[src/ptd_pkg.sv]
// Shared types and constants of the periodic task dispatcher.
package ptd_pkg;

    localparam int unsigned MAX_TASKS_DEF = 8;
    localparam int unsigned RESULT_CAP    = 8;
    localparam int unsigned US_PER_S      = 1000000;
    localparam logic [31:0] CLK_HZ_RESET  = 32'd168000000;
    localparam int unsigned PROD_W        = 52;

    localparam logic [1:0] CMD_TICK   = 2'd0;
    localparam logic [1:0] CMD_ADD    = 2'd1;
    localparam logic [1:0] CMD_REPORT = 2'd2;
    localparam logic [1:0] CMD_READ   = 2'd3;

    localparam logic [1:0] KIND_FIRE  = 2'd0;
    localparam logic [1:0] KIND_ADD   = 2'd1;
    localparam logic [1:0] KIND_STATS = 2'd2;

    typedef struct packed {
        logic [1:0]  command;
        logic [31:0] interval_ms;
        logic [2:0]  task_index;
        logic [31:0] exec_cycles;
    } t_cmd_word;

    typedef struct packed {
        logic [1:0]  kind;
        logic [2:0]  slot;
        logic        accepted;
        logic [31:0] run_count;
        logic [31:0] worst_time_us;
        logic        last;
    } t_res_word;

    typedef struct packed {
        logic        start;
        logic [31:0] cycles;
        logic [31:0] clock_hz;
    } t_div_req;

    typedef struct packed {
        logic        done;
        logic [31:0] time_us;
    } t_div_rsp;

    typedef struct packed {
        logic [31:0] period;
        logic [31:0] last_run;
        logic [31:0] runs;
        logic [31:0] worst;
    } t_entry;

endpackage

[src/ptd_time_div.sv]
// Cycles-to-microseconds converter: registered multiply, then bit-serial restoring divide.
module ptd_time_div (
    input  logic              i_clk,
    input  logic              i_rst_n,
    input  ptd_pkg::t_div_req i_req,
    output ptd_pkg::t_div_rsp o_rsp
);
    import ptd_pkg::*;

    localparam int CNT_W = $clog2(PROD_W);

    logic [PROD_W-1:0] r_prod, n_prod;
    logic [31:0]       r_rem, n_rem;
    logic [31:0]       r_div, n_div;
    logic [CNT_W-1:0]  r_cnt, n_cnt;
    logic              r_run, n_run;
    logic              r_done, n_done;
    logic [32:0]       w_trial;
    logic              w_fit;

    assign w_trial = {r_rem, r_prod[PROD_W-1]};
    assign w_fit   = (w_trial >= {1'b0, r_div});

    always_comb begin
        n_prod = r_prod;
        n_rem  = r_rem;
        n_div  = r_div;
        n_cnt  = r_cnt;
        n_run  = r_run;
        n_done = 1'b0;
        if (i_req.start) begin
            n_prod = PROD_W'(i_req.cycles) * PROD_W'(US_PER_S);
            n_div  = i_req.clock_hz;
            n_rem  = '0;
            n_cnt  = '0;
            n_run  = 1'b1;
        end else if (r_run) begin
            // shift dividend out at the top, quotient bit in at the bottom
            n_rem  = w_fit ? 32'(w_trial - {1'b0, r_div}) : w_trial[31:0];
            n_prod = {r_prod[PROD_W-2:0], w_fit};
            n_cnt  = r_cnt + CNT_W'(1);
            if (r_cnt == CNT_W'(PROD_W - 1)) begin
                n_run  = 1'b0;
                n_done = 1'b1;
            end
        end
    end

    always_ff @(posedge i_clk) begin
        if (!i_rst_n) begin
            r_run  <= 1'b0;
            r_done <= 1'b0;
        end else begin
            r_run  <= n_run;
            r_done <= n_done;
        end
        r_prod <= n_prod;
        r_rem  <= n_rem;
        r_div  <= n_div;
        r_cnt  <= n_cnt;
    end

    // saturate quotients that do not fit in 32 bits
    assign o_rsp.done    = r_done;
    assign o_rsp.time_us = (|r_prod[PROD_W-1:32]) ? 32'hFFFF_FFFF : r_prod[31:0];

endmodule

[src/periodic_task_dispatcher.sv]
// Periodic task dispatcher: task table memory, sequencer and result register.
// Add answers from idle; read passes a table read and an evaluate state; report also waits
// for the divider (52-step divide after a multiply). Tick: read and evaluate states per entry
// scanned, then a closing state (none for an empty table); a fire is output once the next due
// entry is found, the final one from the closing state. Commands: one at a time.
// Reset: synchronous, clears time and table fill, presets clock register; receiver cannot stall.
module periodic_task_dispatcher #(
    parameter int MAX_TASKS = ptd_pkg::MAX_TASKS_DEF
) (
    input  logic               i_clk,
    input  logic               i_rst_n,
    input  logic               start,
    output logic               busy,
    input  ptd_pkg::t_cmd_word i_cmd,
    input  logic               i_cfg_we,
    input  logic [31:0]        i_cfg_data,
    output logic               o_res_stb,
    output ptd_pkg::t_res_word o_res
);
    import ptd_pkg::*;

    localparam int IW = (MAX_TASKS > 1) ? $clog2(MAX_TASKS) : 1;
    localparam int CW = $clog2(MAX_TASKS + 1);

    localparam logic [2:0] S_IDLE   = 3'd0;
    localparam logic [2:0] S_TK_RD  = 3'd1;
    localparam logic [2:0] S_TK_EV  = 3'd2;
    localparam logic [2:0] S_TK_END = 3'd3;
    localparam logic [2:0] S_ST_RD  = 3'd4;
    localparam logic [2:0] S_ST_EV  = 3'd5;

    t_entry mem [MAX_TASKS];

    logic [2:0]    r_state, n_state;
    logic [31:0]   r_clk_hz;
    logic [31:0]   r_now, n_now;
    logic [CW-1:0] r_used, n_used;
    logic [IW-1:0] r_idx, n_idx;
    logic [3:0]    r_cnt, n_cnt;
    t_cmd_word     r_cmd, n_cmd;
    t_res_word     r_pend, n_pend;
    logic          r_pend_v, n_pend_v;
    t_res_word     r_out, n_out;
    logic          r_out_stb, n_out_stb;
    t_entry        r_rd_data;

    logic          w_rd_en;
    logic          w_we;
    logic [IW-1:0] w_waddr;
    t_entry        w_wdata;

    logic          w_accept;
    logic          w_due;
    logic [CW-1:0] w_idx_nx;
    logic          w_bad_idx;
    logic [31:0]   w_worst;
    t_div_req      w_div_req;
    t_div_rsp      w_div_rsp;

    assign busy     = (r_state != S_IDLE);
    assign w_accept = start && !busy;
    assign w_rd_en  = (r_state == S_TK_RD) || (r_state == S_ST_RD);
    assign w_due    = (32'(r_now - r_rd_data.last_run) >= r_rd_data.period);
    assign w_idx_nx = CW'(r_idx) + CW'(1);
    assign w_bad_idx = (8'(i_cmd.task_index) >= 8'(r_used));
    assign w_worst  = (w_div_rsp.time_us > r_rd_data.worst) ? w_div_rsp.time_us
                                                            : r_rd_data.worst;

    assign w_div_req.start    = w_accept && (i_cmd.command == CMD_REPORT) && !w_bad_idx;
    assign w_div_req.cycles   = i_cmd.exec_cycles;
    assign w_div_req.clock_hz = (r_clk_hz == 32'd0) ? 32'd1 : r_clk_hz;

    ptd_time_div u_time_div (
        .i_clk   (i_clk),
        .i_rst_n (i_rst_n),
        .i_req   (w_div_req),
        .o_rsp   (w_div_rsp)
    );

    always_comb begin
        n_state   = r_state;
        n_now     = r_now;
        n_used    = r_used;
        n_idx     = r_idx;
        n_cnt     = r_cnt;
        n_cmd     = r_cmd;
        n_pend    = r_pend;
        n_pend_v  = r_pend_v;
        n_out     = r_out;
        n_out_stb = 1'b0;
        w_we      = 1'b0;
        w_waddr   = r_idx;
        w_wdata   = r_rd_data;

        unique case (r_state)
            S_IDLE: begin
                if (w_accept) begin
                    n_cmd = i_cmd;
                    unique case (i_cmd.command) inside
                        CMD_TICK: begin
                            n_now    = r_now + 32'd1;
                            n_idx    = '0;
                            n_cnt    = '0;
                            n_pend_v = 1'b0;
                            if (r_used != '0) begin
                                n_state = S_TK_RD;
                            end
                        end
                        CMD_ADD: begin
                            n_out_stb = 1'b1;
                            n_out     = '{kind: KIND_ADD, slot: 3'd0, accepted: 1'b0,
                                          run_count: 32'd0, worst_time_us: 32'd0,
                                          last: 1'b1};
                            if (r_used < CW'(MAX_TASKS)) begin
                                w_we             = 1'b1;
                                w_waddr          = IW'(r_used);
                                w_wdata.period   = i_cmd.interval_ms;
                                w_wdata.last_run = r_now;
                                w_wdata.runs     = '0;
                                w_wdata.worst    = '0;
                                n_used           = r_used + CW'(1);
                                n_out.slot       = 3'(r_used);
                                n_out.accepted   = 1'b1;
                            end
                        end
                        CMD_REPORT, CMD_READ: begin
                            if (w_bad_idx) begin
                                n_out_stb = 1'b1;
                                n_out     = '{kind: KIND_STATS, slot: i_cmd.task_index,
                                              accepted: 1'b0, run_count: 32'd0,
                                              worst_time_us: 32'd0, last: 1'b1};
                            end else begin
                                n_idx   = IW'(i_cmd.task_index);
                                n_state = S_ST_RD;
                            end
                        end
                        default: ;
                    endcase
                end
            end
            S_TK_RD: begin
                n_state = S_TK_EV;
            end
            S_TK_EV: begin
                if (w_due) begin
                    w_we             = 1'b1;
                    w_wdata.last_run = r_now;
                    w_wdata.runs     = r_rd_data.runs + 32'd1;
                    // hold this fire until we know whether it is the final one
                    if (r_pend_v) begin
                        n_out_stb = 1'b1;
                        n_out     = r_pend;
                    end
                    n_pend   = '{kind: KIND_FIRE, slot: 3'(r_idx), accepted: 1'b1,
                                 run_count: r_rd_data.runs + 32'd1,
                                 worst_time_us: r_rd_data.worst, last: 1'b0};
                    n_pend_v = 1'b1;
                    n_cnt    = r_cnt + 4'd1;
                end
                if ((w_idx_nx >= r_used) || (w_due && (r_cnt == 4'(RESULT_CAP - 1)))) begin
                    n_state = S_TK_END;
                end else begin
                    n_idx   = IW'(w_idx_nx);
                    n_state = S_TK_RD;
                end
            end
            S_TK_END: begin
                if (r_pend_v) begin
                    n_out_stb = 1'b1;
                    n_out     = r_pend;
                    n_out.last = 1'b1;
                end
                n_pend_v = 1'b0;
                n_state  = S_IDLE;
            end
            S_ST_RD: begin
                n_state = S_ST_EV;
            end
            S_ST_EV: begin
                if (r_cmd.command != CMD_REPORT || w_div_rsp.done) begin
                    n_out_stb = 1'b1;
                    n_out     = '{kind: KIND_STATS, slot: r_cmd.task_index, accepted: 1'b1,
                                  run_count: r_rd_data.runs,
                                  worst_time_us: r_rd_data.worst, last: 1'b1};
                    if (r_cmd.command == CMD_REPORT) begin
                        w_we                = 1'b1;
                        w_wdata.worst       = w_worst;
                        n_out.worst_time_us = w_worst;
                    end
                    n_state = S_IDLE;
                end
            end
            default: begin
                n_state = S_IDLE;
            end
        endcase
    end

    always_ff @(posedge i_clk) begin
        if (w_we) begin
            mem[w_waddr] <= w_wdata;
        end
        if (w_rd_en) begin
            r_rd_data <= mem[r_idx];
        end
    end

    always_ff @(posedge i_clk) begin
        if (!i_rst_n) begin
            r_state   <= S_IDLE;
            r_now     <= '0;
            r_used    <= '0;
            r_pend_v  <= 1'b0;
            r_out_stb <= 1'b0;
            r_clk_hz  <= CLK_HZ_RESET;
        end else begin
            r_state   <= n_state;
            r_now     <= n_now;
            r_used    <= n_used;
            r_pend_v  <= n_pend_v;
            r_out_stb <= n_out_stb;
            if (i_cfg_we) begin
                r_clk_hz <= i_cfg_data;
            end
        end
        r_idx  <= n_idx;
        r_cnt  <= n_cnt;
        r_cmd  <= n_cmd;
        r_pend <= n_pend;
        r_out  <= n_out;
    end

    assign o_res_stb = r_out_stb;
    assign o_res     = r_out;

endmodule
[config.mk]
export PLATFORM = sky130hd
export DESIGN_NAME = periodic_task_dispatcher
export DESIGN_NICKNAME = d
export VERILOG_FILES = /design/src/ptd_pkg.sv /design/src/ptd_time_div.sv /design/src/periodic_task_dispatcher.sv
export SDC_FILE = /design/constraint.sdc
export NUM_CORES = 2
export LEC_CHECK = 0
export ABC_CLOCK_PERIOD_IN_PS = 22100
export BUFFER_PORTS_ARGS = -buffer_cell sky130_fd_sc_hd__clkbuf_2
export CORE_MARGIN = 2
export CORE_UTILIZATION = 55
export DETAILED_ROUTE_END_ITERATION = 8
export MAX_ROUTING_LAYER = met4
export PLACE_DENSITY = 0.72
export SLEW_MARGIN = 0
export SYNTH_ARGS = -nofsm -noshare
export SYNTH_HDL_FRONTEND = slang
export SYNTH_SLANG_ARGS = --single-unit
[constraint.sdc]
create_clock -name i_clk -period 22.1 [get_ports i_clk]
set_clock_uncertainty 0.2 [all_clocks]
set_input_delay 0 -clock i_clk [delete_from_list [all_inputs] [get_ports i_clk]]
set_output_delay 0 -clock i_clk [all_outputs]
set_load 0.02 [all_outputs]
==> results.tsv <==
metric	value	unit
p_leak	29.3	nW
yosysUniqueCellTypes	90	
nets	5658	
start_kind	flop	
cts_tree	built	
drc	0	
pwr-share-comb	29.6	%
gp_congestion	0.893	
grtUsageTotal	25.8	%
htree_levels	4	
internal_power	0.00578	W
drt-initial-drc-count	4391	
synth_area_leaders	edfxtp_1 58%, mux4_2 8.1%, ha_1 5.2%	
holdWs	101	ps
required	22280	ps
yosysTopAreaCellShare	58.5	%
hold_violations	0	
worstMarginPinSlew	1210	ps
fmax	140	MHz
syn_nets	5332	
yosysSeqAreaShare	61.8	%
fin_crit_sh	32.2	%
synthCells	4796	
drv_slew	0	
power_per_cell_area	106	nW/um2
ir_drop	0.109	mV
critPathKind	flop to flop	
yosysTopAreaCell	edfxtp_1	
holdCritPathClass	primary input to flop	
first_pass_iters	5	
vias	41700	
place_hpwl	101	mm
dieArea	132000	um2
antenna_found_initial	4	
coreArea	128000	um2
maxCapViolations	0	
ios	178	
maxSlewHeadroom	19.0	%
path_clk_slew	60	ps
post-synth-top-count-cell	edfxtp_1	
gr-total-overflow	0	
syn_avg_cell_area	14.8	um2
tns	0	ps
synth_edf_count	1380	
fillCellCount	9079	
seqPwrFrac	39.8	%
grt_start_max_net_pins	151	
r2r_cells	22	
ant_nets	0	
status	complete, no violations	
grt_pass1_vias	42400	
root_buffer	clkbuf_16	
synth_common_cells	1380 x edfxtp_1, 373 x inv_1, 319 x o21ai_0, 294 x ha_1, 288 x nand2_1	
rsz0062_at_grt	no	
ys_ff_latch	1499	
wl_per_cell	23.6	um
p_sw	0.00272	W
synthToLayoutAreaGrowth	13.4	%
p_sw_share	32.0	%
critPathMaxFanout	62	
worstPathArrival	7310	ps
grt_pass1_wl	252	mm
min_period	7130	ps
whs_path_depth	4	
rows	131	
die_w	363	um
io_buffers	177	
cts_sinks	1499	
yosysWarnings	0	
numCtsBuffers	153	
synth-main-ff-cell	edfxtp_1	
fp.dieH	363	um
wirelength	163	mm
cts.repair.resized	0	
netlist_area	70900	um2
insertion_delay	800	ps
clock_path_buffers	3	
async_reset_ff_share	0	%
clkPwrFrac	30.6	%
start_util	55.5	%
drive_gt1_share	17.2	%
final_area	80400	um2
end_kind	flop	
finalSetupViolations	0	
viasPerCell	6.03	
dpl-instance-area	73500	um2
path summary, 6_finish.rpt:
| check | slack (ps) | from | to |
|---|---|---|---|
| setup / recovery | 14970 | r_now[0]$_SDFFE_PN0P_ | mem[6][67]$_DFFE_PP_ |
| hold / removal | 100 | i_cmd[0] | u_time_div.r_prod[6]$_DFFE_PP_ |
| setup reg to reg | 14970 | r_now[0]$_SDFFE_PN0P_ | mem[6][67]$_DFFE_PP_ |
| hold reg to reg | 270 | r_clk_hz[19]$_SDFFE_PN0P_ | u_time_div.r_div[19]$_SDFFCE_PN0P_ |
flip-flops by register name (all words and copies together), names as in the netlist, 3 cells and up:
name,cells
mem,1024
r_rd_data,128
o_res,71
r_pend,67
u_time_div.r_prod,52
r_clk_hz,32
r_now,32
u_time_div.r_div,32
u_time_div.r_rem,32
u_time_div.r_cnt,6
r_cmd,5
r_cnt,4
r_used,4
r_idx,3
r_state,3
stage by stage:
step           instances  worst slack, ps  power [W]  util [%]
5_1_grt             6912            14450    0.00897      62.9
3_5_place_dp        6452            15070    0.00592      57.5
4_1_cts             6910            14990    0.00854      62.9
6_report            6912            14970    0.00850      62.9
2_1_floorplan       4796             7960    0.00527         -
3_3_place_gp        6452            15100    0.00588      57.5
worst max-delay path: stages, from the launching register on:
cell and delay (ps):
dfxtp_1 330, inv_1 100, ha_1 170, inv_1 50, fa_1 420, a211oi_1 300
o21ai_0 190, a211oi_1 250, o21ai_0 250, a31oi_1 350, o22ai_1 190, a221oi_1 330
xnor2_1 110, ha_1 300, nand4_1 120, nor2_1 160, nand2_1 100, o211ai_1 260
o21ai_4 130, inv_4 220, a311oi_2 210, nor2_4 860, buf_4 980
metal layers:
metal	up-vias	global-route usage, %	part of all wire (%)
met5	-	-	0
met3	237	3.24	6.9
li1	18700	-	-
met1	21100	35.3	42
met2	1552	41.3	49
met4	0	6.70	2.0
logic make-up after synthesis:
family                   Yosys count  synth area share [%]
XOR/XNOR                         150                  1.85
multiplexers                     449                  11.1
buffers and inverters            615                  3.30
flip-flops                      1499                  61.8
AND/OR/NAND/NOR                  884                  6.10
adder cells (fa/ha/maj)          431                  9.06
AO/OA/AOI/OAI                    768                  6.75
timing repair:
| item | CTS | global route |
|---|---|---|
| hold buffers | 177 | 0 |
| buffers inserted | 0 | 0 |
| hold endpoints to repair | 398 | 0 |
area by class of cell:
class	count	area, um2	area share (%)
Sequential cell	1499	43800	54.5
Multi-Input combinational cell	2682	24800	30.9
Clock buffer	194	4050	5.05
Timing Repair Buffer	410	3100	3.86
Tap cell	1662	2080	2.59
Inverter	376	1410	1.76
Clock inverter	87	1040	1.29
Antenna cell	2	5.00	0.00623
layout by cell type (no fill, tap or decap), types with 29 or more instances in the layout:
cell type	count
a21oi_1	141
buf_4	54
o21ai_0	319
nor2b_1	41
fa_1	137
and2_1	38
clkbuf_16	154
xnor2_1	98
mux4_2	256
a22o_1	29
edfxtp_1	1380
clkbuf_2	177
nand3_1	165
mux2i_1	65
xor2_1	52
ha_1	294
nand2_1	288
dlygate4sd3_1	177
nor2_1	130
inv_1	372
a21o_1	88
dfxtp_1	118
and3_1	43
mux2_2	128
nand4_1	44
clkbuf_1	35
power by group through the flow:
stage | sequential, W | clock (W) | combinational, W
global placement | 0.00344 | 0 | 0.00245
detailed placement | 0.00344 | 0 | 0.00248
floorplan | 0.00344 | 0 | 0.00182
global route | 0.00339 | 0.00275 | 0.00283
CTS | 0.00338 | 0.00264 | 0.00252
finish | 0.00338 | 0.00260 | 0.00252
No activity file was read; power rests on OpenSTA's default activity.
